### config.mk
export PLATFORM = sky130hd
export DESIGN_NAME = variable_partition_allocator
export DESIGN_NICKNAME = d
export VERILOG_FILES = /design/src/rtl/vpa_pkg.sv /design/src/rtl/vpa_dp.sv /design/src/rtl/vpa_ctrl.sv /design/src/rtl/variable_partition_allocator.sv
export SDC_FILE = /design/constraint.sdc
export NUM_CORES = 1
export LEC_CHECK = 0
export BUFFER_PORTS_ARGS = -buffer_cell sky130_fd_sc_hd__buf_2
export CAP_MARGIN = 20
export CORE_AREA = 5 5 255 257
export DETAILED_ROUTE_END_ITERATION = 12
export DIE_AREA = 0 0 260 262
export GPL_TIMING_DRIVEN = 0
export HOLD_SLACK_MARGIN = 0.05
export PLACE_DENSITY = 0.65
export SLEW_MARGIN = 20
export SYNTH_ARGS = -nofsm -noshare
export SYNTH_HDL_FRONTEND = slang
export SYNTH_SLANG_ARGS = --single-unit
export TNS_END_PERCENT = 30
### constraint.sdc
create_clock -name clk -period 6.14 [get_ports clk]
set_input_delay 0.307 -clock clk [delete_from_list [all_inputs] [get_ports clk]]
set_output_delay 0.307 -clock clk [all_outputs]
set_load 0.05 [all_outputs]
### src/rtl/vpa_pkg.sv
// Shared constants, payload types and control structs of the partition allocator.
`default_nettype none

package vpa_pkg;

  localparam int PARTITIONS = 16;
  localparam int IDX_W      = $clog2(PARTITIONS);
  localparam int SLOT_W     = 4;
  localparam int HEAD_W     = 16;
  localparam int SIZE_W     = 16;
  localparam int JOB_W      = 8;
  localparam int KEY_W      = HEAD_W + IDX_W;

  localparam logic CMD_LOAD  = 1'b0;
  localparam logic CMD_ALLOC = 1'b1;

  localparam logic [1:0] MODE_FIRST = 2'd0;
  localparam logic [1:0] MODE_NEXT  = 2'd1;
  localparam logic [1:0] MODE_BEST  = 2'd2;
  localparam logic [1:0] MODE_WORST = 2'd3;

  localparam logic [1:0] STATUS_LOADED = 2'd0;
  localparam logic [1:0] STATUS_ALLOC  = 2'd1;
  localparam logic [1:0] STATUS_NOFIT  = 2'd2;

  typedef struct packed {
    logic              cmd;
    logic [SLOT_W-1:0] slot;
    logic [HEAD_W-1:0] base_addr;
    logic [SIZE_W-1:0] size;
    logic [JOB_W-1:0]  job_id;
  } vpa_in_t;

  typedef struct packed {
    logic [1:0]        status;
    logic [SLOT_W-1:0] chosen_slot;
    logic [SIZE_W-1:0] remaining;
    logic [JOB_W-1:0]  echo_job_id;
  } vpa_out_t;

  // Commands from the controller to the datapath.
  typedef struct packed {
    logic load;
    logic alloc_start;
    logic scan_step;
    logic commit;
  } vpa_cmd_t;

  // Status from the datapath to the controller.
  typedef struct packed {
    logic scan_last;
  } vpa_sts_t;

endpackage

`default_nettype wire

### src/rtl/vpa_dp.sv
// Datapath of the partition allocator: partition table, scan registers and result register.
`default_nettype none

module vpa_dp (
  input  wire logic             clk,
  input  wire logic             rst_n,
  input  wire vpa_pkg::vpa_cmd_t cmd,
  output vpa_pkg::vpa_sts_t     sts,
  input  wire vpa_pkg::vpa_in_t in_data,
  input  wire logic             cfg_wr_en,
  input  wire logic [1:0]       cfg_wr_data,
  output vpa_pkg::vpa_out_t     out_data
);
  import vpa_pkg::*;

  logic [HEAD_W-1:0] part_head_r [PARTITIONS];
  logic [SIZE_W-1:0] part_rest_r [PARTITIONS];
  logic [PARTITIONS-1:0] part_valid_r;

  logic [1:0]        fit_mode_r;
  logic              last_key_valid_r;
  logic [KEY_W-1:0]  last_key_r;

  logic [IDX_W-1:0]  idx_r;
  logic [SIZE_W-1:0] need_r;
  logic [JOB_W-1:0]  job_r;
  logic              best_found_r;
  logic [KEY_W-1:0]  best_key_r;
  logic [SIZE_W-1:0] best_rest_r;
  logic              wrap_found_r;
  logic [KEY_W-1:0]  wrap_key_r;
  logic [SIZE_W-1:0] wrap_rest_r;
  vpa_out_t          out_data_r;

  logic [HEAD_W-1:0] head_rd_r;
  logic [SIZE_W-1:0] rest_rd_r;
  logic [IDX_W-1:0]  rd_addr;
  logic [KEY_W-1:0]  key_rd;
  logic              fit;
  logic              take_best;
  logic              take_wrap;
  logic              sel_found;
  logic [KEY_W-1:0]  sel_key;
  logic [SIZE_W-1:0] sel_rest;
  logic [IDX_W-1:0]  sel_idx;
  logic [SIZE_W-1:0] new_rest;
  logic              slot_ok;
  logic [IDX_W-1:0]  load_idx;

  // One table entry is examined per scan cycle; its words were read at the
  // previous edge, entry zero at the start beat itself.
  always_comb begin
    key_rd  = {head_rd_r, idx_r};
    fit     = part_valid_r[idx_r] && (rest_rd_r >= need_r);
    case (fit_mode_r)
      MODE_FIRST: take_best = fit && (!best_found_r || key_rd < best_key_r);
      MODE_NEXT:  take_best = fit && (!last_key_valid_r || key_rd > last_key_r) &&
                              (!best_found_r || key_rd < best_key_r);
      MODE_BEST:  take_best = fit && (!best_found_r || rest_rd_r < best_rest_r);
      MODE_WORST: take_best = fit && (!best_found_r || rest_rd_r > best_rest_r);
      default:    take_best = 1'b0;
    endcase
    take_wrap = fit && (fit_mode_r == MODE_NEXT) && (!wrap_found_r || key_rd < wrap_key_r);
  end

  // The wrap candidate is only ever set in next fit mode.
  always_comb begin
    sel_found = best_found_r || wrap_found_r;
    sel_key   = best_found_r ? best_key_r : wrap_key_r;
    sel_rest  = best_found_r ? best_rest_r : wrap_rest_r;
    sel_idx   = sel_key[IDX_W-1:0];
    new_rest  = sel_rest - need_r;
    slot_ok   = 32'(in_data.slot) < PARTITIONS;
    load_idx  = IDX_W'(in_data.slot);
    rd_addr   = cmd.alloc_start ? '0 : idx_r + 1'b1;
  end

  assign sts.scan_last = (32'(idx_r) == PARTITIONS - 1);
  assign out_data      = out_data_r;

  always_ff @(posedge clk) begin
    if (!rst_n) begin
      fit_mode_r       <= MODE_FIRST;
      part_valid_r     <= '0;
      last_key_valid_r <= 1'b0;
      last_key_r       <= '0;
      idx_r            <= '0;
      best_found_r     <= 1'b0;
      wrap_found_r     <= 1'b0;
    end else begin
      if (cfg_wr_en) begin
        fit_mode_r <= cfg_wr_data;
      end
      if (cmd.load && slot_ok) begin
        part_valid_r[load_idx] <= 1'b1;
      end
      if (cmd.alloc_start) begin
        idx_r        <= '0;
        best_found_r <= 1'b0;
        wrap_found_r <= 1'b0;
      end
      if (cmd.scan_step) begin
        idx_r <= idx_r + 1'b1;
        if (take_best) begin
          best_found_r <= 1'b1;
        end
        if (take_wrap) begin
          wrap_found_r <= 1'b1;
        end
      end
      if (cmd.commit && sel_found) begin
        last_key_valid_r <= 1'b1;
        last_key_r       <= sel_key;
      end
    end
  end

  always_ff @(posedge clk) begin
    if (cmd.load && slot_ok) begin
      part_head_r[load_idx] <= in_data.base_addr;
      part_rest_r[load_idx] <= in_data.size;
    end
    if (cmd.commit && sel_found) begin
      part_rest_r[sel_idx] <= new_rest;
    end
    if (cmd.alloc_start || cmd.scan_step) begin
      head_rd_r <= part_head_r[rd_addr];
      rest_rd_r <= part_rest_r[rd_addr];
    end
  end

  always_ff @(posedge clk) begin
    if (cmd.alloc_start) begin
      need_r <= in_data.size;
      job_r  <= in_data.job_id;
    end
    if (cmd.scan_step) begin
      if (take_best) begin
        best_key_r  <= key_rd;
        best_rest_r <= rest_rd_r;
      end
      if (take_wrap) begin
        wrap_key_r  <= key_rd;
        wrap_rest_r <= rest_rd_r;
      end
    end
    if (cmd.load) begin
      out_data_r.status      <= STATUS_LOADED;
      out_data_r.chosen_slot <= in_data.slot;
      out_data_r.remaining   <= slot_ok ? in_data.size : '0;
      out_data_r.echo_job_id <= '0;
    end else if (cmd.commit) begin
      out_data_r.echo_job_id <= job_r;
      if (sel_found) begin
        out_data_r.status      <= STATUS_ALLOC;
        out_data_r.chosen_slot <= SLOT_W'(sel_idx);
        out_data_r.remaining   <= new_rest;
      end else begin
        out_data_r.status      <= STATUS_NOFIT;
        out_data_r.chosen_slot <= '0;
        out_data_r.remaining   <= '0;
      end
    end
  end

`ifndef SYNTH
  a_idx_advance: assert property (@(posedge clk) disable iff (!rst_n)
    cmd.scan_step |=> idx_r == $past(idx_r) + 1'b1)
    else $error("scan index did not advance");
  a_wrap_only_next: assert property (@(posedge clk) disable iff (!rst_n)
    wrap_found_r |-> fit_mode_r == MODE_NEXT || cmd.alloc_start || !cmd.commit)
    else $error("wrap candidate outside next fit");
  a_alloc_clears: assert property (@(posedge clk) disable iff (!rst_n)
    cmd.alloc_start |=> !best_found_r && !wrap_found_r && idx_r == '0)
    else $error("scan state not cleared at allocation start");
`endif

endmodule

`default_nettype wire

### src/rtl/vpa_ctrl.sv
// Controller state machine of the partition allocator.
`default_nettype none

module vpa_ctrl (
  input  wire logic              clk,
  input  wire logic              rst_n,
  input  wire logic              start,
  input  wire logic              in_cmd,
  output logic                   busy,
  output logic                   out_valid,
  output vpa_pkg::vpa_cmd_t      cmd,
  input  wire vpa_pkg::vpa_sts_t sts
);
  import vpa_pkg::*;

  typedef enum logic [2:0] {
    S_IDLE   = 3'b001,
    S_SCAN   = 3'b010,
    S_COMMIT = 3'b100
  } state_t;

  state_t state_r;
  state_t state_nxt;
  logic   out_valid_r;
  logic   accept;

  assign accept = start && !busy;
  assign busy   = (state_r != S_IDLE);

  always_comb begin
    cmd.load        = accept && (in_cmd == CMD_LOAD);
    cmd.alloc_start = accept && (in_cmd == CMD_ALLOC);
    cmd.scan_step   = (state_r == S_SCAN);
    cmd.commit      = (state_r == S_COMMIT);
    state_nxt       = state_r;
    case (state_r)
      S_IDLE: begin
        if (cmd.alloc_start) begin
          state_nxt = S_SCAN;
        end
      end
      S_SCAN: begin
        if (sts.scan_last) begin
          state_nxt = S_COMMIT;
        end
      end
      S_COMMIT: state_nxt = S_IDLE;
      default:  state_nxt = S_IDLE;
    endcase
  end

  always_ff @(posedge clk) begin
    if (!rst_n) begin
      state_r     <= S_IDLE;
      out_valid_r <= 1'b0;
    end else begin
      state_r     <= state_nxt;
      out_valid_r <= cmd.load || cmd.commit;
    end
  end

  assign out_valid = out_valid_r;

`ifndef SYNTH
  a_strobe_source: assert property (@(posedge clk) disable iff (!rst_n)
    out_valid |-> $past(cmd.load || cmd.commit))
    else $error("result strobe without a finished item");
  a_commit_to_idle: assert property (@(posedge clk) disable iff (!rst_n)
    state_r == S_COMMIT |=> state_r == S_IDLE && out_valid)
    else $error("commit did not return to idle with a result");
  a_scan_holds: assert property (@(posedge clk) disable iff (!rst_n)
    (state_r == S_SCAN && !sts.scan_last) |=> state_r == S_SCAN)
    else $error("scan left early");
  a_alloc_enters_scan: assert property (@(posedge clk) disable iff (!rst_n)
    cmd.alloc_start |=> state_r == S_SCAN && !out_valid)
    else $error("allocation did not start a scan");
`endif

endmodule

`default_nettype wire

### src/rtl/variable_partition_allocator.sv
// Top level of the variable partition allocator: controller plus datapath.
//
// Usage. The block holds a table of PARTITIONS memory partitions, each with a
// head address, a remaining size and a valid mark. An input beat is taken on a
// rising edge where start is high and busy is low. A load beat (cmd 0) writes
// one slot and marks it valid; an allocate beat (cmd 1) picks a partition for
// the job size by the fit mode and subtracts the job size from it.
// The fit mode is written through cfg_wr_en and cfg_wr_data: first fit, next
// fit, best fit or worst fit. The user must write it only while the block is
// idle; the block itself does not enforce it. Every input beat gives exactly
// one result beat, shown on out_data for one cycle with out_valid high. The
// receiver cannot hold results off. A load result appears the cycle after
// the load is taken and busy stays low, so loads may arrive every cycle. An
// allocation walks the table one entry per cycle through the registered read
// port of the table, read first at the start beat: scan cycles, then a commit
// cycle. Busy stays high through both, so no new beat is taken until the
// allocation's result is registered. Reset (rst_n low, synchronous) clears
// all valid marks, the next-fit position and the fit mode (first fit);
// partition contents need no clearing pass.
`default_nettype none

module variable_partition_allocator (
  input  wire logic             clk,
  input  wire logic             rst_n,
  input  wire logic             start,
  output logic                  busy,
  input  wire vpa_pkg::vpa_in_t in_data,
  output logic                  out_valid,
  output vpa_pkg::vpa_out_t     out_data,
  input  wire logic             cfg_wr_en,
  input  wire logic [1:0]       cfg_wr_data
);
  import vpa_pkg::*;

  vpa_cmd_t cmd;
  vpa_sts_t sts;

  // The controller sequences the scan; the datapath owns all table state.
  vpa_ctrl u_ctrl (
    .clk       (clk),
    .rst_n     (rst_n),
    .start     (start),
    .in_cmd    (in_data.cmd),
    .busy      (busy),
    .out_valid (out_valid),
    .cmd       (cmd),
    .sts       (sts)
  );

  vpa_dp u_dp (
    .clk         (clk),
    .rst_n       (rst_n),
    .cmd         (cmd),
    .sts         (sts),
    .in_data     (in_data),
    .cfg_wr_en   (cfg_wr_en),
    .cfg_wr_data (cfg_wr_data),
    .out_data    (out_data)
  );

endmodule

`default_nettype wire

==> results of run 1 <==
[routing by layer]
metal  routed length (um)  part of all wire  vias to the layer above
met5                    0                 0                        -
met2                39600              0.47                      905
li1                     -                 -                     9234
met3                 7350             0.088                      168
met4                 2660             0.032                        0
met1                34100              0.41                    10100
[sequential cells by signal (all words and copies together) (netlist names)]
| name | flops |
|---|---|
| u_ctrl.out_valid | 1 |
| u_ctrl.state_r | 3 |
| u_dp.best_found_r | 1 |
| u_dp.best_key_r | 20 |
| u_dp.best_rest_r | 16 |
| u_dp.fit_mode_r | 2 |
| u_dp.head_rd_r | 16 |
| u_dp.idx_r | 4 |
| u_dp.job_r | 8 |
| u_dp.last_key_r | 20 |
| u_dp.last_key_valid_r | 1 |
| u_dp.need_r | 16 |
| u_dp.out_data | 30 |
| u_dp.part_head_r | 256 |
| u_dp.part_rest_r | 256 |
| u_dp.part_valid_r | 16 |
| u_dp.rest_rd_r | 16 |
| u_dp.wrap_found_r | 1 |
| u_dp.wrap_key_r | 20 |
| u_dp.wrap_rest_r | 16 |
[timing repair]
item                                   4_1_cts  5_1_grt
resized for setup                            0        0
hold buffers                                29        0
endpoints found under the hold margin       41        0
[stage by stage]
step / hold slack, ns / TNS [ns]
2_1_floorplan: 0.406 / 0
3_3_place_gp: 0.438 / -46.18
3_5_place_dp: 0.447 / 0
4_1_cts: 0.0531 / 0
5_1_grt: 0.0730 / 0
6_report: 0.0752 / 0
[final cells by class]
type,instances,share of cell area
plain buffers,141,0.0165
inverters,103,0.0109
multi-input cells,1344,0.255
well taps,846,0.0296
repair buffers,151,0.0326
flip-flops and latches,719,0.586
diodes,1,0.0000699
clock buffers,101,0.0583
clock inverters,34,0.0104
[power groups by stage]
stage | clock (uW) | combinational (uW) | sequential (uW)
2_1_floorplan | 0 | 272 | 5540
3_3_place_gp | 0 | 481 | 5530
3_5_place_dp | 0 | 509 | 5530
4_1_cts | 4610 | 527 | 5420
5_1_grt | 4800 | 576 | 5420
6_report | 4540 | 531 | 5420
[kinds of logic after synthesis]
group,after synthesis
compound gates,525
buf+inv,244
flops,719
fa+ha+maj,107
simple gates,634
mux,68
xor+xnor,10
[layout by cell type (no fill, tap or decap), types with 18 or more instances in the layout]
master / synthesis / final
clkbuf_16: 0 / 79
dfxtp_1: 59 / 59
buf_4: 5 / 18
ha_1: 106 / 106
a21oi_1: 55 / 54
inv_1: 102 / 102
o211ai_1: 87 / 87
a21o_1: 29 / 29
mux4_2: 36 / 36
edfxtp_1: 660 / 660
buf_6: 3 / 21
a31oi_1: 69 / 69
and3_1: 67 / 67
nand2_1: 226 / 225
a211oi_1: 68 / 67
or3_1: 129 / 129
nor2_1: 117 / 92
mux2_2: 20 / 20
buf_2: 17 / 97
nor2_2: 0 / 20
o21ai_0: 174 / 172
clkbuf_1: 109 / 128
dlygate4sd3_1: 0 / 29
nand3_1: 18 / 18
[how the worst min path moves through the flow]
| stage | slack, ns | end | cells past startpoint |
|---|---|---|---|
| after floorplan | 0.41 | u_dp.job_r[0] | 0 |
| after global placement | 0.44 | u_dp.out_data[2] | 2 |
| after detailed placement | 0.45 | u_dp.out_data[5] | 2 |
| after CTS | 0.05 | u_dp.part_head_r[11][9] | 1 |
| after global routing | 0.07 | u_dp.part_head_r[12][9] | 1 |
| final | 0.08 | u_dp.part_head_r[11][9] | 1 |
==> results.cfg, run 1 <==
[run_status]
status = complete, no violations

[route]
drc = 0
drt-total-wl_um = 83700
wire_per_inst_um = 24.3
drt_iter0_drc = 2021
vias = 20400
vias_per_cell = 5.94
first_pass_iters = 5
antenna_left = 0

[logic_synthesis]
synth_xor_area_frac = 0.00283
ys.flop_type = edfxtp_1
synth_compound_area_frac = 0.107
synth-seq-cells = 719
netlist_top_cells_area = edfxtp_1 (64%), ha_1 (4.3%), dfxtp_1 (3.8%)
muxShareOfSynthArea = 0.0373
synthAdderAreaFrac = 0.0435
syn_inst = 2307
synth_simple_gate_area_frac = 0.100
async_reset_ff_frac = 0
synth_top_area_frac = 0.640
syn_area_per_cell_um2 = 13.4
synth_most_common_cell = edfxtp_1
synthDistinctLibCells = 55
synthTopCellsByCount = edfxtp_1 (660), nand2_1 (226), o21ai_0 (174)
yosysWarnings = 0
synth_top_family_by_area = compound AO/OA/AOI/OAI gates
netlist_area_um2 = 31000
synth_area_leader_cell = edfxtp_1
synth_edf_count = 660
syn-num-nets = 2465
ys_seq_area_frac = 0.678

[critical_path]
cp_top_family = compound AO/OA/AOI/OAI gates
slowest_delay_ns = 0.89
r2r_cells = 12
critical_path_buf_inv_count = 2
cp_num_cells = 12
path_max_fanout = 16
crit_start = u_dp.best_found_r
r2r-end = u_dp.part_rest_r[12][15]
crit_slowest_cell = a2111oi_0
r2r_start = u_dp.best_found_r
r2r_slack_ns = 1.02
arrival_ns = 5.45
required_ns = 6.47
worstSetupStartpointType = flip-flop
crit_end = u_dp.part_rest_r[12][15]
crit_top_cell = o21ai_0
end_kind = flip-flop
path_class = reg -> reg
critical_path.cell_chain = clkbuf_1 -> buf_1 -> mux2_2 -> ha_1 -> nor2b_1 -> o21a_1 -> o21ai_0 -> a2111oi_0 -> o21ai_0 -> nor4_1 -> a221o_1 -> a21o_1

[sta]
rsz0062_at_grt = no
setup_ws_ns = 1.02
tightest_slew_ns = 0.965
slew_headroom = 0.340
hold_violations = 0
post-route-min-period_ns = 5.12
setup_viol = 0
maxSlewViolCount = 0
period_share = 0.834
fmax_ghz = 0.195
fin_skew_ns = 0.0189

[die]
die_w_um = 260
io_pins = 83
core_um2 = 62500
rows = 92
initial_core_util = 0.496
die-area_um2 = 68100
fp.dieH_um = 262

[global_routing]
grt_use_met2 = 0.396
grtUsageTotal = 0.243
use_met1 = 0.327
grt_first_pass_wirelength_um = 124000
grt-busiest-layer = met2
grt_max_degree = 36
antenna_found_initial = 2
grtUsageMet3 = 0.0527
grt_overflow_total = 0
grt_pass1_vias = 20200

[clocking]
cts_tree = built
cts_buffers = 73
htreeDepth = 3
clockBufferDepth = 3
cts_sinks = 719
clockRootBuffer = clkbuf_16
path_clk_slew_ns = 0.06
clk_latency_ns = 0.61
cts_setup_buffers = 0

[final_layout]
fillers = 4879
syn_to_final_growth_pct = 15.6
seq_area_um2 = 21000
multi_input_comb_area_um2 = 9150
final_util = 0.573
final_nets = 2691
layout-drive-gt1-share = 0.138
fin_cells = 3440
postLayoutCellArea_um2 = 35800

[placement]
gp_congestion = 0.945
place_area_um2 = 33100
place.port_buffers = 80
placedCellCount = 3275
dp_hpwl_um = 59400
place_ws_ns = 0.960

[min_path]
hp-class = in -> reg
min-delay-start = in_data[33]

[power]
p_total_uw = 10500
sw_frac_of_total = 0.211
clkPwrFrac = 0.433
internal-power_uw = 8280
power_leakage_uw = 0.0126
ir_drop_mv = 0.153
p_comb_frac = 0.051
seqPwrFrac = 0.517
power.density_nw_per_um2 = 293
p_sw_uw = 2210

[flow_run]
max_cap_viol_count = 0
No activity file was read; power rests on OpenSTA's default activity.
==> run 2, diff against run 1 <==
- ABC_AREA: unset -> 1
- CORE_AREA: 5 5 255 257 -> 5 5 257 259
- DIE_AREA: 0 0 260 262 -> 0 0 262 264
- PLACE_DENSITY: 0.65 -> 0.67
- clock period: 6.14 -> 4.5 ns (I/O delays scaled with it)
==> results.cfg, run 2 <==
[critical_path]
r2r-end = u_dp.part_rest_r[1][13]
end_kind = flip-flop
slowest_delay_ns = 0.52
r2r_start = u_dp.best_found_r
crit_top_cell = a21oi_1
required_ns = 4.68
worstSetupStartpointType = flip-flop
path_class = reg -> reg
path_max_fanout = 16
arrival_ns = 4.37
r2r_cells = 11
crit_slowest_cell = nand2_1
r2r_slack_ns = 0.30
critical_path.cell_chain = clkbuf_1 -> clkbuf_2 -> buf_1 -> a21oi_1 -> ha_1 -> a21oi_1 -> o21ai_0 -> a21oi_1 -> nand2_1 -> o21ai_0 -> nand2_1

[final_layout]
final_nets = 2971
layout-drive-gt1-share = 0.158
syn_to_final_growth_pct = 15.3
final_cell_mix = edfxtp_1 (660), nand2_1 (292), nor2_1 (237), inv_1 (169), or2_1 (138)
final_common_cell = edfxtp_1
fillers = 5082

[global_routing]
grt_first_pass_wirelength_um = 123000
grt_max_degree = 34
grt_pass1_vias = 20800
grtUsageTotal = 0.233
grt-busiest-layer = met2
use_met1 = 0.319
grt_use_met2 = 0.386
antenna_found_initial = 2
grt_overflow_total = 0
grtUsageMet3 = 0.0380

[clocking]
path_clk_slew_ns = 0.06
clk_latency_ns = 0.62
cts_buffers = 73
clockBufferDepth = 3
cts_tree = built
cts_sinks = 719
htreeDepth = 3
clockRootBuffer = clkbuf_16
cts_setup_buffers = 0

[logic_synthesis]
syn_inst = 2577
netlist_top_cells_area = edfxtp_1 (63%), ha_1 (4.2%), dfxtp_1 (3.7%)
ys.flop_type = edfxtp_1
netlist_area_um2 = 31500
synthTopCellsByCount = edfxtp_1 (660), nand2_1 (295), nor2_1 (267)
syn-num-nets = 2735
synth_area_leader_cell = edfxtp_1
yosysWarnings = 0
async_reset_ff_frac = 0
synth-seq-cells = 719
synth_edf_count = 660
syn_area_per_cell_um2 = 12.2
synthDistinctLibCells = 41
synth_top_area_frac = 0.629
synth_most_common_cell = edfxtp_1
ys_seq_area_frac = 0.667

[route]
first_pass_iters = 6
vias_per_cell = 5.63
wire_per_inst_um = 22.0
drt_iter0_drc = 2165
drc = 0
vias = 20900
drt-total-wl_um = 81800
antenna_left = 0

[power]
p_sw_uw = 3130
clkPwrFrac = 0.418
power_leakage_uw = 0.0132
p_comb_frac = 0.058
power.density_nw_per_um2 = 389
seqPwrFrac = 0.524
internal-power_uw = 11000
ir_drop_mv = 0.209
sw_frac_of_total = 0.221

[sta]
setup-tns-final_ns = 0
tightest_slew_ns = 1.19
fmax_ghz = 0.238
period_share = 0.932
fin_skew_ns = 0.0242
slew_headroom = 0.205
hold_violations = 0
maxSlewViolCount = 0
setup_viol = 0
rsz0062_at_grt = no
setup_ws_ns = 0.305
post-route-min-period_ns = 4.20

[min_path]
hold_path_depth = 5
min-delay-start = start
min_delay_worst_endpoint = u_ctrl.state_r[1]
hp-class = in -> reg

[placement]
place_ws_ns = -0.110
dp_hpwl_um = 58100
place.port_buffers = 82
gp_congestion = 0.938

[flow_run]
max_cap_viol_count = 0

[die]
fp.dieH_um = 264
core_um2 = 63600
rows = 93
io_pins = 83
initial_core_util = 0.495
die-area_um2 = 69200
die_w_um = 262

[run_status]
status = complete, no violations
## run 2: changes by cell type in the layout (fill, tap and decap cells not counted), sizes merged, moves of 76 or more
cell,before,now
or3,129,0
inv,103,179
nor2,118,268
o211ai,87,165
or2,4,163
a21oi,55,132
## run 2: through the flow
| stage | std cells | total power (uW) | util | hold WS, ns | instance area (um2) |
|---|---|---|---|---|---|
| after floorplan | 2577 | 7990 | - | 0.324 | 31500 |
| after global placement | 3514 | 8280 | 0.518 | 0.406 | 33000 |
| after detailed placement | 3546 | 8320 | 0.527 | 0.406 | 33500 |
| after CTS | 3722 | 14200 | 0.571 | 0.0727 | 36300 |
| after global routing | 3722 | 14600 | 0.571 | 0.109 | 36300 |
| final | 3723 | 14100 | 0.571 | 0.0938 | 36300 |
## run 2: per-layer routing
metal,vias up,wire (um)
li1,9733,-
met1,10200,34400
met4,4,1910
met2,824,39500
met3,144,5950
met5,-,27
## run 2: cell type report
cell class	instances	area, um2	area share
sequential	719	21000	0.578
multi-input combinational	1548	9210	0.254
clock buffer	88	1950	0.0536
timing repair buffer	161	1320	0.0363
tap	855	1070	0.0294
buffer	131	756	0.0208
inverter	179	674	0.0186
clock inverter	41	353	0.00971
antenna	1	2.50	0.0000689
## run 2: how the worst max path moves through the flow
stage	start	endpoint	slack (ns)	cells after the start
finish	u_dp.best_found_r	u_dp.part_rest_r[1][13]	0.30	11
global route	u_dp.best_found_r	u_dp.part_rest_r[7][14]	0.05	15
CTS	u_dp.best_found_r	u_dp.part_rest_r[4][15]	0.1	14
detailed placement	u_dp.best_found_r	u_dp.part_rest_r[3][11]	-0.11	14
global placement	u_dp.best_found_r	u_dp.part_rest_r[1][10]	-0.39	15
floorplan	u_dp.best_found_r	u_dp.part_rest_r[0][10]	1.08	15
## run 2: logic make-up (layout without fill, tap and decap cells)
family | after synthesis | in the layout | share of synthesized area
other | 0 | 1 | 0
XOR/XNOR | 5 | 5 | 0.00139
adder cells (fa/ha/maj) | 107 | 107 | 0.0427
buffers and inverters | 310 | 600 | 0.0453
multiplexers | 1 | 1 | 0.000318
flip-flops | 719 | 719 | 0.667
AND/OR/NAND/NOR | 807 | 807 | 0.114
AO/OA/AOI/OAI | 628 | 628 | 0.129
## run 2: repair_timing
| item | CTS | global route |
|---|---|---|
| hold buffers | 47 | 0 |
| endpoints found under the hold margin | 294 | 0 |
| endpoints found under the setup margin | 80 | 96 |
| gates resized for setup | 5 | 3 |
## run 2: critical path, delay by kind of cell, from the launching register on
family | cells | cell delay (ns)
fa+ha+maj | 1 | 0.41
compound gates | 5 | 1.20
simple gates | 2 | 0.60
buf+inv | 3 | 1.16
flops | 1 | 0.38
## run 2: power groups by stage
stage          sequential, uW  combinational, uW  clock, uW
6_report                 7400                822       5900
5_1_grt                  7400                893       6270
4_1_cts                  7400                816       5970
3_5_place_dp             7540                778          0
3_3_place_gp             7540                739          0
2_1_floorplan            7550                444          0
